`src/rtl/nge_pkg.sv`:
```
// Shared constants and types for the noise gate and pre-emphasis block.
package nge_pkg;

    // Default widths
    localparam int SAMPLE_BITS_DEF    = 16;
    localparam int COEF_FRAC_BITS_DEF = 15;

    // Coefficient after reset (0.97 in Q15), cut to the fraction width
    localparam logic [31:0] COEF_RESET = 32'd31784;

    // Configuration register map
    localparam int CFG_INDEX_BITS = 1;
    typedef logic [CFG_INDEX_BITS-1:0] cfg_index_t;

    localparam cfg_index_t REG_GATE_THRESHOLD      = 1'b0;
    localparam cfg_index_t REG_EMPHASIS_COEFFICIENT = 1'b1;

endpackage

```
`src/rtl/nge_datapath.sv`:
```
// Gate and pre-emphasis arithmetic for one sample, purely combinational.
module nge_datapath #(
    parameter int SAMPLE_BITS    = 16,
    parameter int COEF_FRAC_BITS = 15
) (
    input  logic signed [SAMPLE_BITS-1:0]    sample,
    input  logic        [SAMPLE_BITS-1:0]    threshold,
    input  logic        [COEF_FRAC_BITS-1:0] coef,
    input  logic signed [SAMPLE_BITS-1:0]    prev,
    output logic signed [SAMPLE_BITS-1:0]    gated,
    output logic signed [SAMPLE_BITS-1:0]    result
);

    localparam int S = SAMPLE_BITS;
    localparam int F = COEF_FRAC_BITS;
    localparam int P = S + F + 1;

    logic signed [S:0]   sample_ext;
    logic        [S:0]   magnitude;
    logic                below;
    logic signed [F:0]   coef_s;
    logic signed [P-1:0] product;
    logic signed [P-1:0] product_shr;
    logic signed [S:0]   scaled;
    logic signed [S+1:0] diff;
    logic                overflow;

    // Magnitude, with the most negative code giving 2^(S-1)
    assign sample_ext = (S+1)'(sample);
    assign magnitude  = sample_ext[S] ? unsigned'(-sample_ext) : unsigned'(sample_ext);
    assign below      = magnitude < {1'b0, threshold};
    assign gated      = below ? '0 : sample;

    // Scale the previous gated sample, floor through arithmetic shift
    assign coef_s      = signed'({1'b0, coef});
    assign product     = P'(coef_s) * P'(prev);
    assign product_shr = product >>> F;
    assign scaled      = signed'(product_shr[S:0]);

    // Subtract and clamp to the sample range
    assign diff     = (S+2)'(gated) - (S+2)'(scaled);
    assign overflow = (diff[S+1:S-1] != '0) && (diff[S+1:S-1] != '1);

    always_comb
    begin
        if (overflow)
        begin
            result = diff[S+1] ? signed'({1'b1, {(S-1){1'b0}}})
                               : signed'({1'b0, {(S-1){1'b1}}});
        end
        else
        begin
            result = signed'(diff[S-1:0]);
        end
    end

endmodule

```
`src/rtl/noise_gate_pre_emphasis.sv`:
```
// Top level: noise gate followed by first-order pre-emphasis on a sample stream.
//
// Each input word carries one signed sample; samples whose magnitude is below
// the gate threshold are zeroed, then y = x - ((coef * previous) >>> frac_bits)
// is formed and saturated to the sample range, one output word per input word.
// The block takes one word per clock and gives one word per clock while the
// output is not back-pressured; an accepted sample sits in the input register
// and moves to the output register once the output slot is free, so the input
// register and the output register around the single multiply-subtract-clamp
// path lie between the input stream and the output stream.
// Back-pressure on the output stalls the output register first; the
// input register still takes a word while it is empty. Write
// configuration registers only while no words are in flight.
module noise_gate_pre_emphasis #(
    parameter int SAMPLE_BITS    = nge_pkg::SAMPLE_BITS_DEF,
    parameter int COEF_FRAC_BITS = nge_pkg::COEF_FRAC_BITS_DEF,
    localparam int TDATA_W = ((SAMPLE_BITS + 7) / 8) * 8,
    localparam int CFG_W   = (SAMPLE_BITS > COEF_FRAC_BITS) ? SAMPLE_BITS : COEF_FRAC_BITS
) (
    input  logic                     clk,
    input  logic                     rst_n,
    // Configuration write port
    input  logic                     cfg_wr_en,
    input  nge_pkg::cfg_index_t      cfg_index,
    input  logic [CFG_W-1:0]         cfg_wr_data,
    // Input stream
    input  logic                     s_axis_tvalid,
    output logic                     s_axis_tready,
    input  logic [TDATA_W-1:0]       s_axis_tdata,   // sample_in, zero padded above
    // Output stream
    output logic                     m_axis_tvalid,
    input  logic                     m_axis_tready,
    output logic [TDATA_W-1:0]       m_axis_tdata    // sample_out, zero padded above
);

    import nge_pkg::*;

    logic                             in_valid_reg;
    logic                             in_valid_next;
    logic signed [SAMPLE_BITS-1:0]    in_sample_reg;
    logic signed [SAMPLE_BITS-1:0]    in_sample_next;
    logic                             out_valid_reg;
    logic                             out_valid_next;
    logic signed [SAMPLE_BITS-1:0]    out_sample_reg;
    logic signed [SAMPLE_BITS-1:0]    out_sample_next;
    logic signed [SAMPLE_BITS-1:0]    prev_reg;
    logic signed [SAMPLE_BITS-1:0]    prev_next;
    logic        [SAMPLE_BITS-1:0]    threshold_reg;
    logic        [SAMPLE_BITS-1:0]    threshold_next;
    logic        [COEF_FRAC_BITS-1:0] coef_reg;
    logic        [COEF_FRAC_BITS-1:0] coef_next;

    logic                             out_free;
    logic                             advance;
    logic                             in_fire;
    logic signed [SAMPLE_BITS-1:0]    gated;
    logic signed [SAMPLE_BITS-1:0]    result;

    // Handshake: output slot frees when empty or taken this cycle
    assign out_free      = !out_valid_reg || m_axis_tready;
    assign advance       = in_valid_reg && out_free;
    assign s_axis_tready = !in_valid_reg || out_free;
    assign in_fire       = s_axis_tvalid && s_axis_tready;

    assign m_axis_tvalid = out_valid_reg;
    assign m_axis_tdata  = TDATA_W'(unsigned'(out_sample_reg));

    // Arithmetic between the input and output registers
    nge_datapath #(
        .SAMPLE_BITS    (SAMPLE_BITS),
        .COEF_FRAC_BITS (COEF_FRAC_BITS)
    ) u_datapath (
        .sample    (in_sample_reg),
        .threshold (threshold_reg),
        .coef      (coef_reg),
        .prev      (prev_reg),
        .gated     (gated),
        .result    (result)
    );

    // Pipeline next values
    always_comb
    begin
        in_valid_next   = in_valid_reg;
        in_sample_next  = in_sample_reg;
        out_valid_next  = out_valid_reg;
        out_sample_next = out_sample_reg;
        prev_next       = prev_reg;

        if (out_free)
        begin
            out_valid_next = in_valid_reg;
        end
        if (advance)
        begin
            out_sample_next = result;
            prev_next       = gated;
        end
        if (in_fire)
        begin
            in_valid_next  = 1'b1;
            in_sample_next = signed'(s_axis_tdata[SAMPLE_BITS-1:0]);
        end
        else if (advance)
        begin
            in_valid_next = 1'b0;
        end
    end

    // Configuration register writes
    always_comb
    begin
        threshold_next = threshold_reg;
        coef_next      = coef_reg;
        if (cfg_wr_en)
        begin
            unique case (cfg_index)
                REG_GATE_THRESHOLD:       threshold_next = cfg_wr_data[SAMPLE_BITS-1:0];
                REG_EMPHASIS_COEFFICIENT: coef_next      = cfg_wr_data[COEF_FRAC_BITS-1:0];
            endcase
        end
    end

    // Control state, filter state and configuration
    always_ff @(posedge clk or negedge rst_n)
    begin
        if (!rst_n)
        begin
            in_valid_reg  <= 1'b0;
            out_valid_reg <= 1'b0;
            prev_reg      <= '0;
            threshold_reg <= '0;
            coef_reg      <= COEF_RESET[COEF_FRAC_BITS-1:0];
        end
        else
        begin
            in_valid_reg  <= in_valid_next;
            out_valid_reg <= out_valid_next;
            prev_reg      <= prev_next;
            threshold_reg <= threshold_next;
            coef_reg      <= coef_next;
        end
    end

    // Payload registers
    always_ff @(posedge clk)
    begin
        in_sample_reg  <= in_sample_next;
        out_sample_reg <= out_sample_next;
    end

endmodule

```
`config.mk`:
```
export PLATFORM = sky130hd
export DESIGN_NAME = noise_gate_pre_emphasis
export DESIGN_NICKNAME = d
export VERILOG_FILES = /design/src/rtl/nge_pkg.sv /design/src/rtl/nge_datapath.sv /design/src/rtl/noise_gate_pre_emphasis.sv
export SDC_FILE = /design/constraint.sdc
export NUM_CORES = 1
export LEC_CHECK = 0
export BUFFER_PORTS_ARGS = -buffer_cell sky130_fd_sc_hd__buf_2
export CAP_MARGIN = 40
export CORE_ASPECT_RATIO = 1.75
export CORE_MARGIN = 1.5
export CORE_UTILIZATION = 69
export DETAILED_ROUTE_END_ITERATION = 8
export GPL_TIMING_DRIVEN = 0
export PLACE_DENSITY = 0.89
export SYNTH_ARGS = -nofsm -noshare
export SYNTH_HDL_FRONTEND = slang
export SYNTH_HIERARCHICAL = 1
export SYNTH_SLANG_ARGS = --single-unit
```
`constraint.sdc`:
```
create_clock -name clk -period 12.59 [get_ports clk]
set_clock_uncertainty 0.15 [all_clocks]
set_input_delay 2.518 -clock clk [delete_from_list [all_inputs] [get_ports clk]]
set_output_delay 2.518 -clock clk [all_outputs]
set_load 0.005 [all_outputs]
```
After elaboration in Yosys (flattened, before gate mapping). Index checks and enable logic that the tools add are counted. Widths: inputs -> output; s select.

Multiply operators: 1. Reductions and logical operators: 11. Order comparisons: 1. Add/sub/neg operators: 2. Equality and inequality tests: 1. Bitwise logic cells: 1. Mux-type cells: 6.

Operator list (count): $mux 16 (3); $mul 16x16->32 (1); $sub 16x17->18 (1); $lt 17x16->1 (1); $mux 17 (1); $neg 16->17 (1); $reduce_and 2->1 (2); $logic_and 1x1->1 (3); $ne 3x3->1 const B (1); $reduce_bool 3->1 (1); $logic_not 1->1 (2); $logic_or 1x1->1 (2); $mux 1 (2); $reduce_bool 2->1 (1); $not 1->1 (1).

Logic and storage cells: 30. Bits of input ports: 38. Flip-flop bits (word level): 81. Output and inout bits: 18.

Longest topological paths before layout.
Depth in word-level cells: 8. Depth in mapped cells: 32.

Cells and area by module. The synthesis kept the hierarchy.

By module, submodules not included: nge_datapath (area each 9930.8 sq um, times used 1, seq. area each 0.0 sq um, cells an instance 1195); noise_gate_pre_emphasis (area each 2911.5 sq um, times used 1, seq. area each 2195.9 sq um, cells an instance 141).

Worst setup path before layout. OpenSTA, ideal clock, no wires.

Path type: flip-flop to flip-flop. Start: reg coef_reg[10]. End: reg out_sample_reg[2], in the netlist m_axis_tdata[2], data pin. Cell stages (with the launch flop): 29. Slack: 4.963 ns. Data required time: 12.178 ns. Path buffers: 2. Data arrival time: 7.215 ns. Path through: dfstp_2 clkbuf_1 nand2_1 fa_1 fa_1 fa_1 inv_1 fa_1 fa_1 inv_1 fa_1 inv_1 ha_1 nand2_1 o311a_1 nand2_1 a21oi_1 o21ai_0 a21oi_1 xnor2_1 ha_1 and3_1 o211ai_1 a311oi_1 o211a_1 o31a_4 a21oi_2 buf_6 a21oi_1.

Longest elaborated chain between the ends: 5. Elaborated cells on any way between the ends: 7. Those cells by class: add/sub: 1; mul: 1; eq/ne: 1; mux: 2; reduce/logical: 2.

RTL lines: from (decl) (line noise_gate_pre_emphasis.sv:50) `logic [COEF_FRAC_BITS-1:0] coef_reg;`; from (signal assigned) (line noise_gate_pre_emphasis.sv:133) `coef_reg <= COEF_RESET[COEF_FRAC_BITS-1:0];`; from (signal assigned) (line noise_gate_pre_emphasis.sv:141) `coef_reg <= coef_next;`; $mul 16x16->32 * (line nge_datapath.sv:36) `assign product = P'(coef_s) * P'(prev);`; $sub 16x17->18 * (line nge_datapath.sv:41) `assign diff = (S+2)'(gated) - (S+2)'(scaled);`; $ne 3x3->1 / $reduce_bool 3->1 (equally long branches) (line nge_datapath.sv:42) `assign overflow = (diff[S+1:S-1] != '0) && (diff[S+1:S-1] != '1);`; $logic_and 1x1->1 (line nge_datapath.sv:42); $mux 16 * (line nge_datapath.sv:46) `if (overflow)`; net result[2] (line noise_gate_pre_emphasis.sv:57) `logic signed [SAMPLE_BITS-1:0] result;`; to (signal assigned) (line noise_gate_pre_emphasis.sv:149) `out_sample_reg <= out_sample_next;`; to (decl) (line noise_gate_pre_emphasis.sv:44) `logic signed [SAMPLE_BITS-1:0] out_sample_reg;`.

The timed path passes the listed nets; every way through them passes the cells marked *. A chain may end at the register's enable or synchronous reset.

Final worst setup path.
Start: reg coef_reg[11]. End: reg out_sample_reg[8], in the netlist m_axis_tdata[8], data pin.

Same word-level chain as after synthesis.

==> key figures <==
GRT
  • Most used routing layer: met2
  • Total track usage: 37.49%
  • Largest net degree at the start of global routing: 32
  • Global route overflow: 0
  • Met2 usage: 65.39%
  • Met3 Use GR: 5.565%
  • Met1 Use GR: 39.31%
  • Vias in the first global route: 10,990
  • Initial antenna violation count: 0
  • First-pass GRT wire length: 55,480 um

Timing
  • Post-layout min period: 9.313 ns
  • Slew Viols, Final: 0
  • Setup-failing EPs final: 0
  • Highest clock rate: 107.4 MHz
  • RSZ-0062 raised after global routing: false
  • Hold Fails Final Rpt: 0
  • Fin crit share: 73.97%
  • TNS Setup: 0 ns
  • Worst Tran Pin Value: 0.8320 ns
  • Max transition margin: 43.94%

Clock tree
  • Setup bufs post-CTS: 0
  • Clock sink count: 81
  • CTS resizes: 0
  • Root Driver: clkbuf_16
  • Num CTS Buffers: 9
  • Longest Clk Path Bufs: 2
  • H-tree levels: 3
  • TritonCTS clock tree: yes
  • Worst-Skew Late Latency: 0.35 ns
  • CTS Hold Bufs: 0
  • Worst-path clk slew: 0.07 ns

Synthesis
  • Post-synth cell types: 64
  • Post-synth EDFFs: 32
  • Post-synthesis instance total: 1,336
  • Synth top area cells: fa_1, ha_1, dfrtp_1
  • Post-synth top area share: 28.06%
  • Async S/R FF share, synth: 60.49%
  • Top-count cell post-synth: inv_1
  • Syn Std Cell Area: 12,840 sq um
  • Largest area contributor in the netlist: fa_1
  • Avg Inst Size Synth: 9.613 sq um
  • Register area share after synthesis: 17.10%
  • Post-Syn Nets: 1,705
  • Flops & latches, synth: 81
  • Commonest cells in the netlist: inv_1, fa_1, ha_1
  • Synth Flop Type: dfrtp_1
  • Warnings, synthesis: 6

Detailed routing
  • Drc violations: 0
  • Post-route ant nets: 0
  • WL per Instance: 20.49 um
  • 1st-pass router iterations: 6
  • Vias: 9,912
  • Post-Route WL: 33,640 um
  • Drt initial violations: 713
  • Routed vias/inst: 6.037

Critical path
  • Arr. time, crit path: 9.25 ns
  • CP max stage delay: 0.70 ns
  • Bufs and invs on worst path: 5
  • Setup crit start kind: flip-flop
  • Slowest CP cell: dfstp_2
  • Family with the most delay on the worst path: adder cells
  • Critical-path maximum fanout: 10
  • Crit. End Element: flip-flop
  • WS Path Type: reg2reg
  • Worst r2r src: coef_reg[11]
  • CP required: 12.53 ns
  • Critical path origin: coef_reg[11]
  • CP dominant cell by count: fa_1

Floorplan
  • I/O Pins: 56
  • Initial Util: 70.81%
  • Std-Cell Rows: 65
  • Total Die Area: 19,470 sq um
  • Core Footprint: 18,140 sq um
  • Die H: 183.5 um
  • Die Wd: 106.1 um

Worst hold path
  • Hold crit path type: reg2reg
  • Hold wc startpoint: threshold_reg[15]

Final layout
  • Area grow syn2layout: 7.005%
  • Layout cells sized above 1: 11.36%
  • NumNets Final: 1,772
  • Core Util, Final: 75.77%
  • # diodes: 0

Place
  • GPL Wtd Cong: 1.017
  • PortBufs: 55
  • Dpl hpwl: 26,800 um

Status
  • Status: finished, final reports clean

Flow run
  • Max Cap Viol: 0
## worst paths after layout
check / end / slack, ns / cells after the start
max in group asynchronous: coef_reg[11] / 9.70 / 2
worst min register to register: threshold_reg[15] / 0.36 / 1
worst max register to register: m_axis_tdata[8] / 3.28 / 27
worst min-delay path: threshold_reg[15] / 0.36 / 1
min in group asynchronous: threshold_reg[1] / 1.98 / 1
worst max-delay path: m_axis_tdata[8] / 3.28 / 27
## metal layers
| metal | wire length (um) | up-vias |
|---|---|---|
| li1 | - | 4379 |
| met1 | 11010 | 4825 |
| met2 | 17250 | 509 |
| met3 | 2144 | 199 |
| met4 | 3237 | 0 |
| met5 | 0 | - |
## metrics by stage
step / setup slack, ns / hold WS, ns / area (sq um) / cells
after floorplan: 4.963 / 0.3306 / 12840 / 1336
after global placement: 3.709 / 0.3414 / 13410 / 1625
after detailed placement: 3.581 / 0.3457 / 13430 / 1626
after CTS: 3.461 / 0.3684 / 13740 / 1642
after global routing: 3.011 / 0.3810 / 13740 / 1642
final: 3.277 / 0.3628 / 13740 / 1642
## layout by cell type (no fill, tap or decap), types with 32 or more instances in the layout
cell type and n:
edfxtp_1 32, a21oi_1 48, nand2_1 144, and2_1 106
o21ai_0 40, ha_1 151, inv_1 256, dfrtp_1 42
buf_2 58, fa_1 180, clkbuf_1 43
## logic make-up (layout without fill, tap and decap cells)
family                     Yosys count  in the layout  synth area share [%]
AOI/OAI and AO/OA                  166            166                 8.700
xor gates and xnor gates            45             45                 3.127
muxes                               47             47                 4.676
buffers and inverters              308            380                 9.392
and+or+nand+nor                    358            358                 14.23
DFF                                 81             81                 17.10
adders and majority gates          331            331                 42.77
## area by class of cell
type	instances	area, sq um
Timing Repair Buffer	56	295.3
Clock buffer	9	225.2
Fill cell	1220	4394
Buffer	52	245.2
Tap cell	234	292.8
Inverter	256	960.9
Sequential cell	81	2196
Multi-Input combinational cell	947	9440
Clock inverter	7	86.33
## worst register-to-register path: cells and delay by family (launching register included)
family / cells / cell delay [ns]
adders and majority gates: 8 / 3.76
AOI/OAI and AO/OA: 10 / 2.74
buffers and inverters: 5 / 1.01
DFF: 1 / 0.70
and+or+nand+nor: 3 / 0.48
xor gates and xnor gates: 1 / 0.21
Power is left out: the tool's default activity adds up to more than one toggle a clock period on the data nets, which glitch-free logic cannot reach.
